[src/design/assert_macros.svh]
// ---------------------------------------------------------------------------
// assert_macros.svh
// Shared assertion shorthands, clocked on clk and quiet while rst is high.
// ---------------------------------------------------------------------------
`ifndef ASSERT_MACROS_SVH
`define ASSERT_MACROS_SVH

// cond must hold at every clock edge out of reset
`define ASSERT_ALWAYS(label, cond, msg) \
  label: assert property (@(posedge clk) disable iff (rst) (cond)) else $error(msg);

// cond must never hold at a clock edge out of reset
`define ASSERT_NEVER(label, cond, msg) \
  label: assert property (@(posedge clk) disable iff (rst) !(cond)) else $error(msg);

`endif

[src/design/cstr_pkg.sv]
// ---------------------------------------------------------------------------
// cstr_pkg
// Types, codes and character helpers shared by the comment stripper modules.
// ---------------------------------------------------------------------------
package cstr_pkg;

  localparam int MAX_SPLICES_DEF = 8;
  localparam int LINE_BITS_DEF   = 20;
  localparam int SPL_W           = 4;   // holds a splice count up to 15
  localparam int REM_W           = 5;   // results per job, at most 4 + 2*8 by default
  localparam int NSLOT           = 4;
  localparam int QDEPTH          = 4;
  localparam int QPTR_W          = 2;
  localparam int OUT_LINE_W      = 20;

  // character codes
  localparam logic [7:0] CH_NL    = 8'h0A;
  localparam logic [7:0] CH_SP    = 8'h20;
  localparam logic [7:0] CH_DQ    = 8'h22;
  localparam logic [7:0] CH_SQ    = 8'h27;
  localparam logic [7:0] CH_STAR  = 8'h2A;
  localparam logic [7:0] CH_DOT   = 8'h2E;
  localparam logic [7:0] CH_SLASH = 8'h2F;
  localparam logic [7:0] CH_ZERO  = 8'h30;
  localparam logic [7:0] CH_BSL   = 8'h5C;
  localparam logic [7:0] CH_US    = 8'h5F;

  // warning codes
  localparam logic [3:0] W_NL_STR     = 4'd1;
  localparam logic [3:0] W_NL_CHR     = 4'd2;
  localparam logic [3:0] W_END_STR    = 4'd3;
  localparam logic [3:0] W_END_CHR    = 4'd4;
  localparam logic [3:0] W_NESTED     = 4'd5;
  localparam logic [3:0] W_STRAY      = 4'd6;
  localparam logic [3:0] W_UNTERM     = 4'd7;
  localparam logic [3:0] W_SEP_BEFORE = 4'd8;
  localparam logic [3:0] W_SEP_END    = 4'd9;
  localparam logic [3:0] W_SEP_AFTER  = 4'd10;
  localparam logic [3:0] W_BIN_DIGIT  = 4'd11;

  // configuration register indexes
  localparam logic [2:0] REG_OUTPUT_COMMENTS = 3'd0;
  localparam logic [2:0] REG_KEEP_NEWLINES   = 3'd1;
  localparam logic [2:0] REG_STRING_FILL     = 3'd2;
  localparam logic [2:0] REG_CHAR_FILL       = 3'd3;
  localparam logic [2:0] REG_LINE_COMMENTS   = 3'd4;
  localparam logic [2:0] REG_BINARY_PREFIX   = 3'd5;
  localparam logic [2:0] REG_WARN_NESTING    = 3'd6;

  typedef enum logic [1:0] {R_DEC, R_OCT, R_HEX, R_BIN} radix_t;

  // how a run of backslash-newline pairs is written back
  typedef enum logic [1:0] {PM_NONE, PM_BOTH, PM_NL} pair_mode_t;

  typedef struct packed {
    logic       output_comments;
    logic       keep_comment_newlines;
    logic [7:0] string_fill;
    logic [7:0] char_fill;
    logic       line_comments_on;
    logic       binary_prefix_on;
    logic       warn_nesting;
  } cfg_t;

  typedef struct packed {
    logic       is_warn;
    logic [7:0] val;      // byte, or warning code in the low nibble
  } slot_t;

  typedef slot_t [NSLOT-1:0] slot_vec_t;

  // one input item's worth of results, expanded by the back end
  typedef struct packed {
    slot_vec_t               slots;
    logic [2:0]              nslot;
    logic                    ppos;   // slots written before the pair run
    logic [SPL_W-1:0]        pcnt;
    pair_mode_t              pm;
    logic [OUT_LINE_W-1:0]   wline;
  } job_t;

  function automatic logic is_dig(input logic [7:0] c);
    return (c >= 8'h30) && (c <= 8'h39);
  endfunction

  function automatic logic is_alpha(input logic [7:0] c);
    return ((c >= 8'h61) && (c <= 8'h7A)) || ((c >= 8'h41) && (c <= 8'h5A));
  endfunction

  function automatic logic valid_digit(input radix_t r, input logic [7:0] c);
    logic ok;
    case (r)
      R_OCT:   ok = (c >= 8'h30) && (c <= 8'h37);
      R_HEX:   ok = is_dig(c) || ((c >= 8'h61) && (c <= 8'h66)) ||
                    ((c >= 8'h41) && (c <= 8'h46));
      R_BIN:   ok = (c == 8'h30) || (c == 8'h31);
      default: ok = is_dig(c);
    endcase
    return ok;
  endfunction

endpackage

[src/design/cstr_fifo.sv]
// ---------------------------------------------------------------------------
// cstr_fifo
// Short job queue between the lexer front end and the result back end.
// ---------------------------------------------------------------------------
`include "assert_macros.svh"

module cstr_fifo (
  input  logic            clk,
  input  logic            rst,
  input  logic            push,
  input  cstr_pkg::job_t  din,
  input  logic            pop,
  output cstr_pkg::job_t  dout,
  output logic            full,
  output logic            empty
);
  import cstr_pkg::*;

  job_t              mem [QDEPTH];
  logic [QPTR_W-1:0] wr_ptr, rd_ptr;
  logic [QPTR_W:0]   count;

  assign full  = (count == (QPTR_W+1)'(QDEPTH));
  assign empty = (count == '0);
  assign dout  = mem[rd_ptr];

  always_ff @(posedge clk) begin
    if (push) begin
      mem[wr_ptr] <= din;
    end
  end

  always_ff @(posedge clk) begin
    if (rst) begin
      wr_ptr <= '0;
      rd_ptr <= '0;
      count  <= '0;
    end else begin
      if (push) wr_ptr <= wr_ptr + QPTR_W'(1);
      if (pop) rd_ptr <= rd_ptr + QPTR_W'(1);
      case ({push, pop})
        2'b10:   count <= count + (QPTR_W+1)'(1);
        2'b01:   count <= count - (QPTR_W+1)'(1);
        default: count <= count;
      endcase
    end
  end

  `ASSERT_NEVER(a_no_overflow, push && full, "job queue written while full")
  `ASSERT_NEVER(a_no_underflow, pop && empty, "job queue read while empty")
  `ASSERT_ALWAYS(a_count_bound, count <= (QPTR_W+1)'(QDEPTH), "job queue count out of range")

endmodule

[config.mk]
export PLATFORM = sky130hd
export DESIGN_NAME = cstr_fifo
export DESIGN_NICKNAME = d
export VERILOG_FILES = /design/src/design/cstr_pkg.sv /design/src/design/cstr_fifo.sv
export VERILOG_INCLUDE_DIRS = /design/src /design/src/design
export SDC_FILE = /design/constraint.sdc
export NUM_CORES = 1
export LEC_CHECK = 0
export ABC_AREA = 1
export ABC_CLOCK_PERIOD_IN_PS = 2800
export BUFFER_PORTS_ARGS = -buffer_cell sky130_fd_sc_hd__clkbuf_2
export CAP_MARGIN = 20
export CORE_AREA = 2 2 159 161
export DETAILED_ROUTE_END_ITERATION = 10
export DIE_AREA = 0 0 161 163
export PLACE_DENSITY = 0.72
export SETUP_SLACK_MARGIN = 0.02
export SYNTH_ARGS = -nofsm -noshare
export SYNTH_HDL_FRONTEND = slang
export SYNTH_SLANG_ARGS = --single-unit
[constraint.sdc]
create_clock -name clk -period 2.8 [get_ports clk]
set_input_delay 0.56 -clock clk [delete_from_list [all_inputs] [get_ports clk]]
set_output_delay 0.56 -clock clk [all_outputs]
set_load 0.05 [all_outputs]
==> run metrics <==
HP Start=din[54]; crit path cell chain=buf_12 -> o21ai_0 -> o22ai_1 -> clkbuf_2; initial core utilization=0.439; CTS clk-pin slew, worst paths=60 ps; Ys Warns=0; Worst R2R Path Depth=5; DR iter-0 viols=~300; DIE AREA=0.0262 mm²; Vert. Die Dim=between 150 and 200 µm; hold_buf cts=0; overall power=just under 10 mW; total gr overflow=0; drt via density=just over 5; leakage power=4.53 nW; area of the core=about 0.025 mm²; Final Critical Period=approximately 2600 ps; Setup TNS Final=0 ps; CP endpoint kind=primary output; Area Growth Syn to Fin=19.8%; Ports=138; initial antenna violation count=1; largest net degree at the start of global routing=67; Hold WC Path Type=input port to flop; total track usage=0.162; Mapped Area=between 0.01 and 0.015 mm²; WHS Path Cells=1; skew final=about 16 ps; Least-Margin Pin Slew=~550 ps; I/O Buffers=around 140; clk root buf=clkbuf_16; outcome=finished, final reports clean; Final Cycle Share=0.945; detailed-route via count=approximately 6100; Die X=approximately 160 µm; top cell type by total area after synthesis=edfxtp_1; DRT antenna net count=0; total length of routed wires=~22000 µm; pwr dens=approximately 750 mW/mm²; vias in the first global route=a little over 6000; sequential-to-total area share from yosys stat=0.749; syn_nets=between 700 and 800; RD Place Congestion=0.717; layout cell share with drive strength beyond 1=0.346; CTS Buffer Depth=3; crit path max-delay cell type=dfxtp_4; post-synth top area share=0.732; nets@finish=between 900 and 1000; mean post-synth cell area=approximately 16 µm²; crit-path max cell delay=about 500 ps; f_max=0.378 GHz; Slew HR=0.632; cts bufs inserted=28; worst path required time=~2200 ps; Post-Syn Instances=696; FF-to-FF End=mem[1][24]; max-slew violations=0; number of synthesized register bits=between 200 and 300; Area contributors post-synth=edfxtp_1 (73%), o21ai_0 (5.7%), o22ai_2 (4.6%); WP data arrival=about 2100 ps; reg-to-reg slack, setup=between 900 and 1000 ps; CP Max Fanout=66; First-pass DRT Iterations=4; Reg-to-Reg Start=wr_ptr[1]; Crit Path Class=flop to primary output; worst skew pair latency=roughly 540 ps; Worst Hold End=mem[0][54]; Hold Vio Cnt, Final=0; wire per inst=about 18 µm; final setup fails=0; peak supply drop=between 0.6 and 0.7 mV; Netlist cell types=25; H-tree levels=1; Max-cap violations=0; TritonCTS clock tree=done; critical path launch point type=flop; HPWL after DPL=~13000 µm; # clock sinks=about 270; first-pass GRT wire length=between 30000 and 40000 µm; RSZ-0062 raised after global routing=false; Site Rows=a little under 60; DRC=0
[how the worst max path moves through the flow]
stage	end	slack, ps	depth (start not counted)
6_report	dout[31]	150	4
5_1_grt	dout[30]	20	5
4_1_cts	dout[31]	30	4
3_5_place_dp	dout[49]	540	4
3_3_place_gp	dout[49]	550	4
2_1_floorplan	mem[2][0]	500	2
[stage by stage]
| step | setup slack, ps | area, µm² | cells | hold slack (ps) | util |
|---|---|---|---|---|---|
| global route | 24.3 | 13000 | 1195 | 218 | 0.526 |
| CTS | 32.1 | 13000 | 1194 | 218 | 0.525 |
| detailed placement | 540 | 12100 | 1145 | 423 | 0.489 |
| finish | 155 | 13000 | 1196 | 240 | 0.526 |
| floorplan | 503 | 10800 | 696 | 412 | - |
| global placement | 547 | 12100 | 1145 | 425 | 0.489 |
[final cells by class]
class                      count  area, µm²
fill                        2019      11700
clock inverter                15        148
multi-input combinational    363       2350
timing repair buffer         162       1120
inverter                      18       80.1
tap                          330        413
clock buffer                  34        744
antenna                        1       2.50
sequential                   273       8110
[layer usage]
metal | wire (µm) | track usage
met5 | 0 | 0
met4 | 461 | 0.0438
met3 | 1120 | 0.0323
met2 | 10900 | 0.294
met1 | 9190 | 0.198
[Yosys cell counts (all sizes together)]
cell and number:
edfxtp 264, o21ai 138, nor2 135, o22ai 66
clkbuf 22, buf 20, inv 18, dfxtp 9
nand2 9, a21oi 5, ha 5, nor3 2
fa 1, nand3 1, nand4 1
[timing repair]
action | 4_1_cts | 5_1_grt
gates resized for setup | 2 | 1
setup buffers | 0 | 1
setup endpoints to repair | 12 | 24
[state kept, by name, summed over array words and instances (netlist names), named ones only]
register  count
count         3
mem         264
wr_ptr        2
rd_ptr        2
[critical path: cells and delay by family, from the launching register on]
kind	cells	cell delay (ps)
AOI/OAI and AO/OA	2	380
buffers and inverters	2	600
DFF	1	500
[cell families (layout without fill, tap and decap cells)]
family	after synthesis	in the layout	share of synthesized area
compound gates	209	209	0.129
fa+ha+maj	6	6	0.00763
buf+inv	60	229	0.0336
flops	273	273	0.749
other cells	0	1	0
simple gates	148	148	0.0810
[cells in the final DEF (no fill, tap or decap), types with 10 or more instances in the layout]
master,n
edfxtp_1,264
clkbuf_2,129
o21ai_0,124
nor2_1,89
nor2_4,40
o22ai_2,40
clkbuf_16,29
o22ai_1,26
buf_12,17
buf_4,13
inv_1,12
o21ai_1,10
clkinv_2,10
[power breakdown]
| part | internal (mW) | switching [mW] | leakage [nW] |
|---|---|---|---|
| Sequential | 4.67 | 0.0507 | 2.50 |
| Combinational | 0.380 | 1.02 | 1.59 |
| Clock | 2.15 | 1.44 | 0.442 |
| Total | 7.20 | 2.51 | 4.53 |
Note: power is estimated with default switching activity, not from simulation.
