**config.mk**
```make
export PLATFORM = sky130hd
export DESIGN_NAME = cstr_back
export DESIGN_NICKNAME = d
export VERILOG_FILES = /design/src/design/assert_macros.svh /design/src/design/cstr_pkg.sv /design/src/design/cstr_back.sv
export SDC_FILE = /design/constraint.sdc
export NUM_CORES = 1
export LEC_CHECK = 0
export BUFFER_PORTS_ARGS = -buffer_cell sky130_fd_sc_hd__buf_2
export CAP_MARGIN = 20
export CELL_PAD_IN_SITES_DETAIL_PLACEMENT = 0
export CELL_PAD_IN_SITES_GLOBAL_PLACEMENT = 1
export CORE_MARGIN = 4
export CORE_UTILIZATION = 43
export CTS_CLUSTER_DIAMETER = 40
export DETAILED_ROUTE_END_ITERATION = 7
export GPL_TIMING_DRIVEN = 0
export PLACE_DENSITY = 0.87
export SLEW_MARGIN = 20
export SYNTH_ARGS = -nofsm -noshare
export SYNTH_HDL_FRONTEND = slang
export SYNTH_SLANG_ARGS = --single-unit
```
**constraint.sdc**
```tcl
create_clock -name clk -period 3.35 [get_ports clk]
set_clock_uncertainty 0.15 [all_clocks]
set_input_delay 0.5025 -clock clk [delete_from_list [all_inputs] [get_ports clk]]
set_output_delay 0.5025 -clock clk [all_outputs]
set_load 0.05 [all_outputs]
```
**src/design/assert_macros.svh**
```systemverilog
// ---------------------------------------------------------------------------
// assert_macros.svh
// Shared assertion shorthands, clocked on clk and quiet while rst is high.
// ---------------------------------------------------------------------------
`ifndef ASSERT_MACROS_SVH
`define ASSERT_MACROS_SVH

// cond must hold at every clock edge out of reset
`define ASSERT_ALWAYS(label, cond, msg) \
  label: assert property (@(posedge clk) disable iff (rst) (cond)) else $error(msg);

// cond must never hold at a clock edge out of reset
`define ASSERT_NEVER(label, cond, msg) \
  label: assert property (@(posedge clk) disable iff (rst) !(cond)) else $error(msg);

`endif

```
**src/design/cstr_pkg.sv**
```systemverilog
// ---------------------------------------------------------------------------
// cstr_pkg
// Types, codes and character helpers shared by the comment stripper modules.
// ---------------------------------------------------------------------------
package cstr_pkg;

  localparam int MAX_SPLICES_DEF = 8;
  localparam int LINE_BITS_DEF   = 20;
  localparam int SPL_W           = 4;   // holds a splice count up to 15
  localparam int REM_W           = 5;   // results per job, at most 4 + 2*8 by default
  localparam int NSLOT           = 4;
  localparam int QDEPTH          = 4;
  localparam int QPTR_W          = 2;
  localparam int OUT_LINE_W      = 20;

  // character codes
  localparam logic [7:0] CH_NL    = 8'h0A;
  localparam logic [7:0] CH_SP    = 8'h20;
  localparam logic [7:0] CH_DQ    = 8'h22;
  localparam logic [7:0] CH_SQ    = 8'h27;
  localparam logic [7:0] CH_STAR  = 8'h2A;
  localparam logic [7:0] CH_DOT   = 8'h2E;
  localparam logic [7:0] CH_SLASH = 8'h2F;
  localparam logic [7:0] CH_ZERO  = 8'h30;
  localparam logic [7:0] CH_BSL   = 8'h5C;
  localparam logic [7:0] CH_US    = 8'h5F;

  // warning codes
  localparam logic [3:0] W_NL_STR     = 4'd1;
  localparam logic [3:0] W_NL_CHR     = 4'd2;
  localparam logic [3:0] W_END_STR    = 4'd3;
  localparam logic [3:0] W_END_CHR    = 4'd4;
  localparam logic [3:0] W_NESTED     = 4'd5;
  localparam logic [3:0] W_STRAY      = 4'd6;
  localparam logic [3:0] W_UNTERM     = 4'd7;
  localparam logic [3:0] W_SEP_BEFORE = 4'd8;
  localparam logic [3:0] W_SEP_END    = 4'd9;
  localparam logic [3:0] W_SEP_AFTER  = 4'd10;
  localparam logic [3:0] W_BIN_DIGIT  = 4'd11;

  // configuration register indexes
  localparam logic [2:0] REG_OUTPUT_COMMENTS = 3'd0;
  localparam logic [2:0] REG_KEEP_NEWLINES   = 3'd1;
  localparam logic [2:0] REG_STRING_FILL     = 3'd2;
  localparam logic [2:0] REG_CHAR_FILL       = 3'd3;
  localparam logic [2:0] REG_LINE_COMMENTS   = 3'd4;
  localparam logic [2:0] REG_BINARY_PREFIX   = 3'd5;
  localparam logic [2:0] REG_WARN_NESTING    = 3'd6;

  typedef enum logic [1:0] {R_DEC, R_OCT, R_HEX, R_BIN} radix_t;

  // how a run of backslash-newline pairs is written back
  typedef enum logic [1:0] {PM_NONE, PM_BOTH, PM_NL} pair_mode_t;

  typedef struct packed {
    logic       output_comments;
    logic       keep_comment_newlines;
    logic [7:0] string_fill;
    logic [7:0] char_fill;
    logic       line_comments_on;
    logic       binary_prefix_on;
    logic       warn_nesting;
  } cfg_t;

  typedef struct packed {
    logic       is_warn;
    logic [7:0] val;      // byte, or warning code in the low nibble
  } slot_t;

  typedef slot_t [NSLOT-1:0] slot_vec_t;

  // one input item's worth of results, expanded by the back end
  typedef struct packed {
    slot_vec_t               slots;
    logic [2:0]              nslot;
    logic                    ppos;   // slots written before the pair run
    logic [SPL_W-1:0]        pcnt;
    pair_mode_t              pm;
    logic [OUT_LINE_W-1:0]   wline;
  } job_t;

  function automatic logic is_dig(input logic [7:0] c);
    return (c >= 8'h30) && (c <= 8'h39);
  endfunction

  function automatic logic is_alpha(input logic [7:0] c);
    return ((c >= 8'h61) && (c <= 8'h7A)) || ((c >= 8'h41) && (c <= 8'h5A));
  endfunction

  function automatic logic valid_digit(input radix_t r, input logic [7:0] c);
    logic ok;
    case (r)
      R_OCT:   ok = (c >= 8'h30) && (c <= 8'h37);
      R_HEX:   ok = is_dig(c) || ((c >= 8'h61) && (c <= 8'h66)) ||
                    ((c >= 8'h41) && (c <= 8'h46));
      R_BIN:   ok = (c == 8'h30) || (c == 8'h31);
      default: ok = is_dig(c);
    endcase
    return ok;
  endfunction

endpackage

```
**src/design/cstr_back.sv**
```systemverilog
// ---------------------------------------------------------------------------
// cstr_back
// Result back end: expands queued jobs into one result per cycle while the output
// is not stalled, including the written-back splice pairs, into a registered output stage.
// ---------------------------------------------------------------------------
module cstr_back (
  input  logic            clk,
  input  logic            rst,
  input  logic            q_empty,
  input  cstr_pkg::job_t  q_job,
  output logic            q_pop,
  output logic            out_valid,
  input  logic            out_ready,
  output logic [7:0]      out_byte,
  output logic            out_bvalid,
  output logic [3:0]      out_warn,
  output logic [cstr_pkg::OUT_LINE_W-1:0] out_line,
  output logic            out_last
);
  import cstr_pkg::*;

  job_t             cur;
  logic             busy;
  logic [2:0]       sidx, sidx_next;
  logic [SPL_W-1:0] prem, prem_next;
  logic             phalf, phalf_next;
  logic [REM_W-1:0] rem, q_total;
  logic             adv;
  slot_t            s;
  logic [7:0]       r_byte;
  logic             r_bvalid;
  logic [3:0]       r_warn;
  logic [OUT_LINE_W-1:0] r_line;

  assign adv   = busy && (!out_valid || out_ready);
  assign q_pop = !q_empty && (!busy || (adv && rem == REM_W'(1)));

  always_comb begin
    case (q_job.pm)
      PM_BOTH: q_total = REM_W'(q_job.nslot) + REM_W'({q_job.pcnt, 1'b0});
      PM_NL:   q_total = REM_W'(q_job.nslot) + REM_W'(q_job.pcnt);
      default: q_total = REM_W'(q_job.nslot);
    endcase
  end

  always_comb begin
    sidx_next  = sidx;
    prem_next  = prem;
    phalf_next = phalf;
    s          = cur.slots[sidx[1:0]];
    r_byte     = '0;
    r_bvalid   = 1'b0;
    r_warn     = '0;
    r_line     = '0;
    if ((sidx >= {2'b00, cur.ppos}) && (prem != '0) && (cur.pm != PM_NONE)) begin
      r_bvalid = 1'b1;
      if (cur.pm == PM_BOTH && !phalf) begin
        r_byte     = CH_BSL;
        phalf_next = 1'b1;
      end else begin
        r_byte     = CH_NL;
        phalf_next = 1'b0;
        prem_next  = prem - SPL_W'(1);
      end
    end else begin
      sidx_next = sidx + 3'd1;
      if (s.is_warn) begin
        r_warn = s.val[3:0];
        r_line = cur.wline;
      end else begin
        r_byte   = s.val;
        r_bvalid = 1'b1;
      end
    end
  end

  always_ff @(posedge clk) begin
    if (q_pop) begin
      cur <= q_job;
    end
    if (adv) begin
      out_byte   <= r_byte;
      out_bvalid <= r_bvalid;
      out_warn   <= r_warn;
      out_line   <= r_line;
      out_last   <= (rem == REM_W'(1));
    end
  end

  always_ff @(posedge clk) begin
    if (rst) begin
      busy      <= 1'b0;
      sidx      <= '0;
      prem      <= '0;
      phalf     <= 1'b0;
      rem       <= '0;
      out_valid <= 1'b0;
    end else begin
      if (adv) out_valid <= 1'b1;
      else if (out_ready) out_valid <= 1'b0;
      if (q_pop) begin
        busy  <= 1'b1;
        sidx  <= '0;
        prem  <= q_job.pcnt;
        phalf <= 1'b0;
        rem   <= q_total;
      end else if (adv) begin
        sidx  <= sidx_next;
        prem  <= prem_next;
        phalf <= phalf_next;
        rem   <= rem - REM_W'(1);
        if (rem == REM_W'(1)) busy <= 1'b0;
      end
    end
  end

endmodule
```
==> impl_metrics.env <==
export IMPL_ir_drop_mv=0.382
export IMPL_finalHoldViolCount=0
export IMPL_syn_area_um2=4420
export IMPL_synthFlopType="edfxtp_1"
export IMPL_die_w_um=109
export IMPL_clk_transition_reported_paths_ns=0.10
export IMPL_cts_tree="built"
export IMPL_clock_sinks=108
export IMPL_period_minus_slack_ns=3.13
export IMPL_status="completed"
export IMPL_initial_core_util_pct=44.8
export IMPL_area_growth_pct=19.8
export IMPL_hold_class="primary input to flop"
export IMPL_grt_pass1_vias=2620
export IMPL_endpoint_kind="output pin"
export IMPL_relSlewSlack_pct=57.0
export IMPL_setup_worst_path_start_class="flop"
export IMPL_grt_usage_pct=14.1
export IMPL_p_leak_uw=0.00214
export IMPL_synth_edff_count=93
export IMPL_viasPerCell=4.91
export IMPL_drt_initial_drc_count=132
export IMPL_netlist_instances=291
export IMPL_cts_setup_buffers=0
export IMPL_drc=0
export IMPL_synth_seq_cells=108
export IMPL_synth_nets=375
export IMPL_cts_inserted_buffers=9
export IMPL_finalPower_uw=2870
export IMPL_synth_async_reset_ratio_pct=0
export IMPL_wl_per_cell_um=14.6
export IMPL_clkLatencyLatePin_ns=0.36
export IMPL_worstSetupPathType="flop to output pin"
export IMPL_gp_congestion=0.822
export IMPL_antennaDiodeCount=0
export IMPL_setup_viol_count_final=0
export IMPL_drv_cap=0
export IMPL_stdcell_count=545
export IMPL_io_pins=106
export IMPL_overflow=0
export IMPL_ctsHtreeMaxLevel=3
export IMPL_grt_pass1_wl_mm=12.6
export IMPL_power_density_nw_per_um2=543
export IMPL_num_nets_final=491
export IMPL_dp_hpwl_mm=5.81
export IMPL_path_max_fanout=63
export IMPL_crit_arrival_ns=2.47
export IMPL_syn_area_per_cell_um2=15.2
export IMPL_std_cell_rows=36
export IMPL_whs_path_depth=1
export IMPL_ys_seq_area_share_pct=70.0
export IMPL_drt_pass1_iterations=4
export IMPL_reg2reg_depth=7
export IMPL_antenna_left=0
export IMPL_antenna_found_initial=0
export IMPL_rsz0062_at_grt="no"
export IMPL_fp_coreArea_um2=9860
export IMPL_required_ns=2.70
export IMPL_drive_above_1_share_pct=33.5
export IMPL_design_die_area_um2=12000
export IMPL_die_h_um=109
export IMPL_grt_max_degree=64
export IMPL_postLayoutCellArea_um2=5290
export IMPL_synth_warnings=0
export IMPL_ctsHoldBuffers=0
export IMPL_clock_path_buffers=2
export IMPL_fin_crit_sh_pct=93.4
export IMPL_wl_mm=7.94
export IMPL_root_buffer="clkbuf_8"
export IMPL_portBuffers=105
export IMPL_place_area_um2=5110
export IMPL_timing_fmax_ghz=0.320
export IMPL_vias=2674
export IMPL_synth_cell_types=42
export IMPL_dp_cells=529
export IMPL_drv_slew=0
export IMPL_tightest_slew_ns=0.644
registers in the layout, indices dropped and copies added, names as in the netlist:
name / flops
cur: 59
out_line: 20
out_byte: 8
rem: 5
out_warn: 4
prem: 4
sidx: 3
busy: 1
out_bvalid: 1
out_last: 1
out_valid: 1
phalf: 1
logic make-up after synthesis:
| kind of cell | share of synthesized area, % |
|---|---|
| AOI/OAI and AO/OA | 5.89 |
| xor gates and xnor gates | 1.98 |
| adders and majority gates | 4.31 |
| buffers and inverters | 3.15 |
| DFF | 70.0 |
| muxes | 5.30 |
| and+or+nand+nor | 9.32 |
where the power goes:
part           internal (uW)  switching, uW  total [uW]
clock                    278            425         703
combinational            176            355         531
sequential              1600           36.8        1640
total                   2060            818        2870
worst max-delay path, cell delays in order, from the launching register on:
cell	delay [ns]
dfxtp_1	0.42
ha_1	0.17
or4b_4	0.48
nor2_4	0.13
a21oi_2	0.13
clkinv_4	0.40
buf_2	0.36
cell type report:
class | count | area, um2
plain buffers | 9 | 48.8
multi-input cells | 150 | 1180
clock inverters | 6 | 46.3
well taps | 133 | 166
inverters | 24 | 96.3
flip-flops and latches | 108 | 3090
repair buffers | 105 | 526
clock buffers | 10 | 128
fillers | 836 | 4580
per-stage QoR:
stage	setup slack [ns]	utilization (%)	TNS, ns	hold slack (ns)
6_report	0.223	53.6	0	0.157
4_1_cts	0.156	53.6	0	0.142
3_5_place_dp	0.414	51.8	0	0.367
2_1_floorplan	0.0146	-	0	0.330
5_1_grt	0.00128	53.6	0	0.127
3_3_place_gp	-0.679	51.8	-6.80	0.351
synth_stat cells, types with 3 or more instances:
library cell,instances,area [um2]
a211oi_1,6,45.0
inv_1,23,86.3
clkbuf_1,7,26.3
nor2b_1,7,43.8
mux4_2,9,203
edfxtp_1,93,2790
nor3_1,3,15.0
nand2_1,6,22.5
dfxtp_1,15,300
ha_1,12,150
o21ai_0,10,50.1
xor2_1,3,26.3
xnor2_1,7,61.3
nand3_1,5,25.0
and3_1,21,131
a21o_1,3,22.5
nand2b_1,3,18.8
a21oi_1,5,25.0
nor2_1,22,82.6
final timing paths:
check / startpoint / to / slack, ns
worst max-delay path: rem[0]$_SDFFE_PP0P_ / q_pop / 0.22
worst min-delay path: q_job[34] / cur[34]$_DFFE_PP_ / 0.16
worst min register to register: sidx[2]$_SDFFE_PP0P_ / sidx[2]$_SDFFE_PP0P_ / 0.38
worst max register to register: sidx[0]$_SDFFE_PP0P_ / out_byte[1]$_DFFE_PP_ / 0.68
placed cells by master (no fill, tap or decap), types with 2 or more instances in the layout:
cell type  count
a211o_1        2
a211oi_1       6
a21o_1         3
a21oi_1        5
a21oi_2        2
a221oi_1       2
and3_1        21
buf_2        105
buf_6          2
clkbuf_1       8
clkbuf_8       9
clkinv_4       2
dfxtp_1       15
edfxtp_1      93
fa_1           2
ha_1          12
inv_1         22
inv_6          3
mux2i_1        2
mux4_2         9
nand2_1        6
nand2b_1       3
nand3_1        5
nor2_1        22
nor2b_1        7
nor3_1         3
nor4_1         2
o21ai_0       10
o22ai_1        2
xnor2_1        7
xor2_1         3
per-layer routing:
layer	up-vias	track usage (%)	wire length, um	part of all wire, %
li1	1319	-	-	-
met1	1249	18.3	3510	44
met2	101	22.1	3620	46
met3	5	5.28	734	9.2
met4	0	4.01	76	0.96
met5	-	0	0	0
timing repair:
| item | 4_1_cts | 5_1_grt |
|---|---|---|
| endpoints found under the setup margin | 1 | 1 |
| pin swaps | 0 | 0 |
| gates resized for setup | 1 | 1 |
(Power assumes the default switching activity.)
